===== src/hdl/dht_pkg.sv =====
`default_nettype none

package dht_pkg;

   // defaults for the top-level parameters
   localparam int TABLE_SIZE_DEF  = 31;
   localparam int STEP_PRIME_DEF  = 17;
   localparam int KEY_WIDTH_DEF   = 16;
   localparam int VALUE_WIDTH_DEF = 32;

   // result field widths are fixed
   localparam int SLOT_W   = 5;
   localparam int PROBES_W = 5;
   localparam int RSP_DW   = ((SLOT_W + PROBES_W + 7) / 8) * 8;

   localparam logic MODE_INSERT = 1'b0;
   localparam logic MODE_REMOVE = 1'b1;

   localparam logic STATUS_DONE = 1'b0;
   localparam logic STATUS_FULL = 1'b1;

endpackage

`default_nettype wire


===== src/hdl/dht_ram.sv =====
`default_nettype none

module dht_ram #(
   parameter int WIDTH = 16,
   parameter int DEPTH = 31
) (
   input  wire logic                     clock,
   input  wire logic                     wr_en,
   input  wire logic [$clog2(DEPTH)-1:0] wr_addr,
   input  wire logic [WIDTH-1:0]         wr_data,
   input  wire logic [$clog2(DEPTH)-1:0] rd_addr,
   output logic      [WIDTH-1:0]         rd_data
);

   logic [WIDTH-1:0] mem_ff [DEPTH];
   logic [WIDTH-1:0] rd_data_ff;

   always_ff @(posedge clock) begin
      if (wr_en) begin
         mem_ff[wr_addr] <= wr_data;
      end
      rd_data_ff <= mem_ff[rd_addr];
   end

   assign rd_data = rd_data_ff;

endmodule

`default_nettype wire


===== src/hdl/dht_modadd.sv =====
`default_nettype none

// (a + b + cin) mod M, for a, b < M
module dht_modadd #(
   parameter int M = 31
) (
   input  wire logic [$clog2(M)-1:0] a,
   input  wire logic [$clog2(M)-1:0] b,
   input  wire logic                 cin,
   output logic      [$clog2(M)-1:0] sum
);

   localparam int W = $clog2(M);

   logic [W:0] raw;

   always_comb begin
      raw = {1'b0, a} + {1'b0, b} + (W + 1)'(cin);
      if (raw >= (W + 1)'(M)) begin
         sum = W'(raw - (W + 1)'(M));
      end else begin
         sum = raw[W-1:0];
      end
   end

endmodule

`default_nettype wire


===== src/hdl/double_hash_table_core.sv =====
`default_nettype none

// channel | dir | beat contents
// req_    | in  | tdata: key, value (low bit up); tuser: mode
// rsp_    | out | tdata: slot, probes_used (low bit up); tuser: status
//
// One request at a time; a request takes 1..TABLE_SIZE probes.
// Key mod TABLE_SIZE and STEP_PRIME, then step mod TABLE_SIZE, by reciprocal multiply:
// a quotient state then a remainder state each, the TABLE_SIZE unit shared.
// Each probe then costs one key-memory read and one pass through the modular adder.
// Synchronous reset empties the table (valid bits) and the result valid flag.
// A finished result waits in its register; the sequencer holds if that is still full.
module double_hash_table_core #(
   parameter int TABLE_SIZE  = dht_pkg::TABLE_SIZE_DEF,
   parameter int STEP_PRIME  = dht_pkg::STEP_PRIME_DEF,
   parameter int KEY_WIDTH   = dht_pkg::KEY_WIDTH_DEF,
   parameter int VALUE_WIDTH = dht_pkg::VALUE_WIDTH_DEF
) (
   input  wire logic clock,
   input  wire logic reset,
   input  wire logic req_tvalid,
   output logic      req_tready,
   // key, value
   input  wire logic [((KEY_WIDTH + VALUE_WIDTH + 7) / 8) * 8 - 1:0] req_tdata,
   // mode
   input  wire logic req_tuser,
   output logic      rsp_tvalid,
   input  wire logic rsp_tready,
   // slot, probes_used
   output logic [dht_pkg::RSP_DW-1:0] rsp_tdata,
   // status
   output logic rsp_tuser
);

   localparam int TW   = $clog2(TABLE_SIZE);
   localparam int SRW  = $clog2(STEP_PRIME);
   localparam int SW   = $clog2(STEP_PRIME + 1);
   localparam int NMAX = (KEY_WIDTH > SW) ? KEY_WIDTH : SW;
   localparam int XW   = (TW + 1 > dht_pkg::SLOT_W) ? TW + 1 : dht_pkg::SLOT_W;

   // floor(x / d) = (x * ceil(2^(N+L) / d)) >> (N+L) for x < 2^N, L = clog2(d)
   localparam int SHT = NMAX + TW;
   localparam int SHS = NMAX + SRW;
   localparam int PWT = SHT + NMAX;
   localparam int PWS = SHS + NMAX;
   localparam logic [63:0] RECIP_T =
      ((64'd1 << SHT) + 64'(TABLE_SIZE) - 64'd1) / 64'(TABLE_SIZE);
   localparam logic [63:0] RECIP_S =
      ((64'd1 << SHS) + 64'(STEP_PRIME) - 64'd1) / 64'(STEP_PRIME);
   localparam logic [NMAX-1:0] T_N = NMAX'(TABLE_SIZE);
   localparam logic [NMAX-1:0] S_N = NMAX'(STEP_PRIME);

   typedef enum logic [5:0] {
      ST_IDLE  = 6'b000001,
      ST_DIV   = 6'b000010,
      ST_REM   = 6'b000100,
      ST_SDIV  = 6'b001000,
      ST_SREM  = 6'b010000,
      ST_CHECK = 6'b100000
   } state_type;

   state_type state_ff, state_in;

   logic                   mode_ff, mode_in;
   logic [KEY_WIDTH-1:0]   key_ff, key_in;
   logic [VALUE_WIDTH-1:0] value_ff, value_in;
   logic [NMAX-1:0]        qt_ff, qt_in;
   logic [NMAX-1:0]        qs_ff, qs_in;
   logic [SW-1:0]          step_ff, step_in;
   logic [TW-1:0]          stept_ff, stept_in;
   logic [TW-1:0]          idx_ff, idx_in;
   logic [TW-1:0]          j_ff, j_in;
   logic [TABLE_SIZE-1:0]  valid_ff, valid_in;

   logic                        rsp_valid_ff, rsp_valid_in;
   logic [dht_pkg::SLOT_W-1:0]   slot_ff, slot_in;
   logic [dht_pkg::PROBES_W-1:0] probes_ff, probes_in;
   logic                        status_ff, status_in;

   logic [TW-1:0]        t_sum;
   logic [NMAX-1:0]      key_n, opd_x, qt_w, qs_w, rem_t, rem_s;
   logic                 step_sel;
   logic [TW-1:0]        rd_addr;
   logic [KEY_WIDTH-1:0] key_rd;
   logic                 hit, last, done, out_free, ram_we;
   logic [XW-1:0]        idx_x, probes_x;

   // probe advance: (idx + step) mod TABLE_SIZE
   dht_modadd #(.M(TABLE_SIZE)) u_tadd (
      .a   (idx_ff),
      .b   (stept_ff),
      .cin (1'b0),
      .sum (t_sum)
   );

   dht_ram #(.WIDTH(KEY_WIDTH), .DEPTH(TABLE_SIZE)) u_key_ram (
      .clock   (clock),
      .wr_en   (ram_we),
      .wr_addr (idx_ff),
      .wr_data (key_ff),
      .rd_addr (rd_addr),
      .rd_data (key_rd)
   );

   dht_ram #(.WIDTH(VALUE_WIDTH), .DEPTH(TABLE_SIZE)) u_value_ram (
      .clock   (clock),
      .wr_en   (ram_we),
      .wr_addr (idx_ff),
      .wr_data (value_ff),
      .rd_addr (idx_ff),
      .rd_data ()
   );

   // shared mod TABLE_SIZE unit works on the key first, then on the step
   assign key_n    = NMAX'(key_ff);
   assign step_sel = (state_ff == ST_SDIV) || (state_ff == ST_SREM);
   assign opd_x    = step_sel ? NMAX'(step_ff) : key_n;
   assign qt_w     = NMAX'((PWT'(opd_x) * PWT'(RECIP_T)) >> SHT);
   assign qs_w     = NMAX'((PWS'(key_n) * PWS'(RECIP_S)) >> SHS);
   assign rem_t    = opd_x - qt_ff * T_N;
   assign rem_s    = key_n - qs_ff * S_N;

   assign hit      = !valid_ff[idx_ff] || (key_rd == key_ff);
   assign last     = (j_ff == TW'(TABLE_SIZE - 1));
   assign done     = hit || last;
   assign out_free = !rsp_valid_ff || rsp_tready;
   assign ram_we   = (state_ff == ST_CHECK) && hit && out_free
                     && (mode_ff == dht_pkg::MODE_INSERT);
   // look ahead to the next slot, so its key is read while this slot is checked
   assign rd_addr  = ((state_ff == ST_CHECK) && !done) ? t_sum : idx_ff;
   assign idx_x    = XW'(idx_ff);
   assign probes_x = XW'(j_ff) + XW'(1);

   always_comb begin
      state_in     = state_ff;
      mode_in      = mode_ff;
      key_in       = key_ff;
      value_in     = value_ff;
      qt_in        = qt_ff;
      qs_in        = qs_ff;
      step_in      = step_ff;
      stept_in     = stept_ff;
      idx_in       = idx_ff;
      j_in         = j_ff;
      valid_in     = valid_ff;
      rsp_valid_in = rsp_valid_ff && !rsp_tready;
      slot_in      = slot_ff;
      status_in    = status_ff;
      probes_in    = probes_ff;

      unique case (state_ff)
         ST_IDLE: begin
            if (req_tvalid) begin
               mode_in  = req_tuser;
               key_in   = req_tdata[KEY_WIDTH-1:0];
               value_in = req_tdata[KEY_WIDTH+VALUE_WIDTH-1:KEY_WIDTH];
               state_in = ST_DIV;
            end
         end
         ST_DIV: begin
            qt_in    = qt_w;
            qs_in    = qs_w;
            state_in = ST_REM;
         end
         ST_REM: begin
            // home slot, and step = STEP_PRIME - key mod STEP_PRIME
            idx_in   = TW'(rem_t);
            step_in  = SW'(STEP_PRIME) - SW'(rem_s);
            j_in     = '0;
            state_in = ST_SDIV;
         end
         ST_SDIV: begin
            qt_in    = qt_w;
            state_in = ST_SREM;
         end
         ST_SREM: begin
            // step mod TABLE_SIZE; key memory is reading the home slot meanwhile
            stept_in = TW'(rem_t);
            state_in = ST_CHECK;
         end
         ST_CHECK: begin
            if (!done) begin
               idx_in = t_sum;
               j_in   = j_ff + TW'(1);
            end else if (out_free) begin
               rsp_valid_in = 1'b1;
               if (hit) begin
                  valid_in[idx_ff] = (mode_ff == dht_pkg::MODE_INSERT);
                  slot_in          = idx_x[dht_pkg::SLOT_W-1:0];
                  status_in        = dht_pkg::STATUS_DONE;
                  probes_in        = probes_x[dht_pkg::PROBES_W-1:0];
               end else begin
                  slot_in   = '0;
                  status_in = dht_pkg::STATUS_FULL;
                  probes_in = dht_pkg::PROBES_W'(TABLE_SIZE);
               end
               state_in = ST_IDLE;
            end
         end
         default: begin
            state_in = ST_IDLE;
         end
      endcase
   end

   always_ff @(posedge clock) begin
      if (reset) begin
         state_ff     <= ST_IDLE;
         valid_ff     <= '0;
         rsp_valid_ff <= 1'b0;
      end else begin
         state_ff     <= state_in;
         valid_ff     <= valid_in;
         rsp_valid_ff <= rsp_valid_in;
      end
   end

   always_ff @(posedge clock) begin
      mode_ff   <= mode_in;
      key_ff    <= key_in;
      value_ff  <= value_in;
      qt_ff     <= qt_in;
      qs_ff     <= qs_in;
      step_ff   <= step_in;
      stept_ff  <= stept_in;
      idx_ff    <= idx_in;
      j_ff      <= j_in;
      slot_ff   <= slot_in;
      status_ff <= status_in;
      probes_ff <= probes_in;
   end

   assign req_tready = (state_ff == ST_IDLE);
   assign rsp_tvalid = rsp_valid_ff;
   assign rsp_tuser  = status_ff;
   assign rsp_tdata  = dht_pkg::RSP_DW'({probes_ff, slot_ff});

endmodule

`default_nettype wire

===== config.mk =====
export PLATFORM = sky130hd
export DESIGN_NAME = double_hash_table_core
export DESIGN_NICKNAME = d
export VERILOG_FILES = /design/src/hdl/dht_pkg.sv /design/src/hdl/dht_ram.sv /design/src/hdl/dht_modadd.sv /design/src/hdl/double_hash_table_core.sv
export SDC_FILE = /design/constraint.sdc
export NUM_CORES = 1
export LEC_CHECK = 0
export BUFFER_PORTS_ARGS = -buffer_cell sky130_fd_sc_hd__buf_2
export CELL_PAD_IN_SITES_DETAIL_PLACEMENT = 0
export CELL_PAD_IN_SITES_GLOBAL_PLACEMENT = 2
export CORE_MARGIN = 1
export CORE_UTILIZATION = 41
export DETAILED_ROUTE_END_ITERATION = 8
export PLACE_DENSITY = 0.79
export SKIP_LAST_GASP = 1
export SLEW_MARGIN = 20
export SYNTH_ARGS = -nofsm -noshare
export SYNTH_HDL_FRONTEND = slang
export SYNTH_SLANG_ARGS = --single-unit

===== constraint.sdc =====
create_clock -name clock -period 16.18 [get_ports clock]
set_input_delay 3.236 -clock clock [delete_from_list [all_inputs] [get_ports clock]]
set_output_delay 3.236 -clock clock [all_outputs]
set_load 0.01 [all_outputs]

==> run_results.csv <==
group,metric,value,unit
floorplanning,die_x,298.7,µm
routing,drt_wl_total,107.8,mm
layout,antenna-diode-count,0,
grt,grt_pass1_wl,162.8,mm
layout,drive_above_1_share,8.713,%
timing,report.final.hold_viol_count,0,
clock_tree,h-tree-depth,3,
critical_path,timing.critical_path.from_type,"flop",
clock_tree,cts_inserted_buffers,72,
layout,final_cell_mix,"554 x edfxtp_1, 413 x nand2_1, 395 x nand4_1",
critical_path,criticalPathCategory,"reg2reg",
clock_tree,hold_buffers,0,
clock_tree,clk_path_buf_depth,3,
floorplanning,start_util,41.46,%
clock_tree,cts.sink_count,608,
status,status,"finished, final reports clean",
critical_path,worstPathMaxFanout,39,
grt,grt_start_max_net_pins,268,
critical_path,cp_cell_sequence,"buf_4 > fa_1 > inv_1 > fa_1 > inv_1 > fa_1 > inv_1 > fa_1 > inv_1 > fa_1 > inv_1 > fa_1 > inv_1 > ha_1 > a211oi_1 > a21oi_1 > and3_1 > a211oi_1 > o21ai_0 > or4_1 > nand3_1",
routing,viasPerCell,6.163,
power_and_ir_drop,report.power.total,4484,µW
timing,timing.clock.skew,38.46,ps
grt,antenna_found_initial,3,
routing,routedWlPerCell,24.35,µm
clock_tree,cts_root_buffer,"clkbuf_16",
run,max_cap_violations,0,
logic_synthesis,synth-main-ff-cell,"edfxtp_1",
logic_synthesis,postSynthAreaPerCell,10.91,µm²
logic_synthesis,yosys_register_bits,608,
placement,dp_hpwl,62.59,mm
critical_path,worst_ep_arrival_time,7290,ps
floorplanning,dieHeight,298.7,µm
critical_path,timing.critical_path.slowest_stage_cell,"fa_1",
timing,rsz0062_at_grt,"no",
layout,finish.utilization,45.52,%
routing,dr.pass1.iters,6,
critical_path,worstPathRequired,16650,ps
timing,layout_setup_ws,9352,ps
placement,io_buffer_count,33,
logic_synthesis,synthesis.area,36080,µm²
clock_tree,tritoncts_clock_tree,"done",
logic_synthesis,yosysWarnings,0,
routing,drc,0,
power_and_ir_drop,total_leakage_power,0.01517,µW
grt,gr-usage-all-layers,23.82,%
logic_synthesis,asyncSetResetFlopFracSynth,0,%
layout,mostFrequentLayoutCell,"edfxtp_1",
critical_path,critical_path.endpoint_type,"flop",
logic_synthesis,synth_cells,3306,
critical_path,max_stage_delay,610,ps
power_and_ir_drop,power.density,113.2,nW/µm²
timing,finalSetupViolations,0,
layout,final_nets,3566,
floorplanning,ios,72,
power_and_ir_drop,irDropWorstVdd,152.6,µV
clock_tree,cts_repair_resize_count,0,
layout,syn_to_final_growth,9.771,%
timing,clock.fmax,0.1465,GHz
grt,first_global_vias,26790,
floorplanning,core_area,87020,µm²
timing,worst_slew_margin_rel,23.39,%
clock_tree,clk-insertion-delay-late,620,ps
clock_tree,buffer_count_from_post_cts_setup_fixing,0,
worst_hold_path,min-delay-path-class,"reg2reg",
timing,final.period_utilization,42.20,%
logic_synthesis,synthDistinctLibCells,74,
clock_tree,clkSlewWorstSetupHoldPaths,60,ps
placement,place_ws,9340,ps
floorplanning,rows,108,
timing,post-route-min-period,6828,ps
timing,worstMarginPinSlew,1148,ps
floorplanning,design.die.area,89200,µm²
routing,antenna_left,0,
routing,initialDrtViolationCount,2565,
timing,slew_viol_final,0,
logic_synthesis,number_of_enable_flip_flop_cells_after_synthesis,554,
logic_synthesis,seq_area_frac_synth,49.10,%
grt,gr-total-overflow,0,
routing,num_vias,27280,
placement,gp_congestion,0.8666,
timing,timing.setup.tns,0,ps
## worst max-delay path: cells and delay by family, from the launching register on
kind,cells,cell delay [ps]
adders and majority gates,7,3410
and+or+nand+nor,3,780
AOI/OAI and AO/OA,4,1400
buffers and inverters,7,700
DFF,1,370
## routing by layer
metal  wire length [µm]  global-route usage [%]
met5                  0                       0
met4               3433                   8.352
met3               5970                   2.923
met2              52230                   39.92
met1              46140                   31.78
## area by class of cell
| cell class | instances | area (µm²) |
|---|---|---|
| clock inverter | 35 | 241.5 |
| multi-input combinational | 2216 | 16620 |
| tap | 1155 | 1445 |
| fill | 7969 | 47410 |
| clock buffer | 95 | 1919 |
| sequential | 608 | 17720 |
| inverter | 190 | 715.7 |
| timing repair buffer | 127 | 947.2 |
## sequential cells by signal, indices dropped and copies added (netlist names)
| signal | count |
|---|---|
| u_key_ram.mem_ff | 496 |
| valid_ff | 31 |
| key_ff | 16 |
| u_key_ram.rd_data | 16 |
| state_ff | 6 |
| idx_ff | 5 |
| j_ff | 5 |
| probes_ff | 5 |
| qs_ff | 5 |
| qt_ff | 5 |
| slot_ff | 5 |
| step_ff | 5 |
| stept_ff | 5 |
| mode_ff | 1 |
| rsp_tuser | 1 |
| rsp_tvalid | 1 |
## cell usage after synthesis (29+ instances only)
cell      number  share of area, %
mux2i_1       99               2.7
o21ai_0       33              0.46
xnor2_1       29              0.70
clkbuf_1     196               2.0
nand4_1      395               6.8
a211oi_1      48               1.0
a22o_1       192               4.7
a21boi_0      48               1.0
nand3_1      202               2.8
nor2_1        64              0.67
nor3_1        39              0.54
buf_2         52              0.72
dfxtp_1       54               3.0
nand2_1      413               4.3
a21oi_1       51              0.71
ha_1         204               7.1
xor2_1        32              0.78
edfxtp_1     554                46
fa_1          94               5.2
a22oi_1       48               1.0
buf_1         34              0.35
inv_1        188               2.0
## where the power goes
part | internal (µW) | switching, µW
combinational | 504 | 679
sequential | 1770 | 5.29
clock | 869 | 654
## final timing paths
kind / start / end / slack, ps / cells past startpoint
max: key_ff[3] / qs_ff[4] / 9350 / 21
min: valid_ff[12] / valid_ff[12] / 470 / 2
max reg2reg: key_ff[3] / qs_ff[4] / 9350 / 21
min reg2reg: valid_ff[12] / valid_ff[12] / 470 / 2
## per-stage QoR
stage	hold slack (ps)	cells	cell area, µm²
after floorplan	453.1	3311	36100
after global placement	460.6	4293	37350
after detailed placement	467.3	4293	37360
after CTS	475.0	4423	39520
after global routing	504.3	4426	39610
final	473.4	4426	39610
## cells by family (layout without fill, tap and decap cells)
kind of cell	after synthesis	after routing	synth area share [%]
simple gates	1221	1221	17.36
flops	608	608	49.10
buf+inv	487	447	5.475
mux	103	103	2.878
fa+ha+maj	298	298	12.29
other cells	1	6	0.01039
xor+xnor	61	61	1.481
compound gates	527	527	11.41
Power figures use the tool's default switching activity.
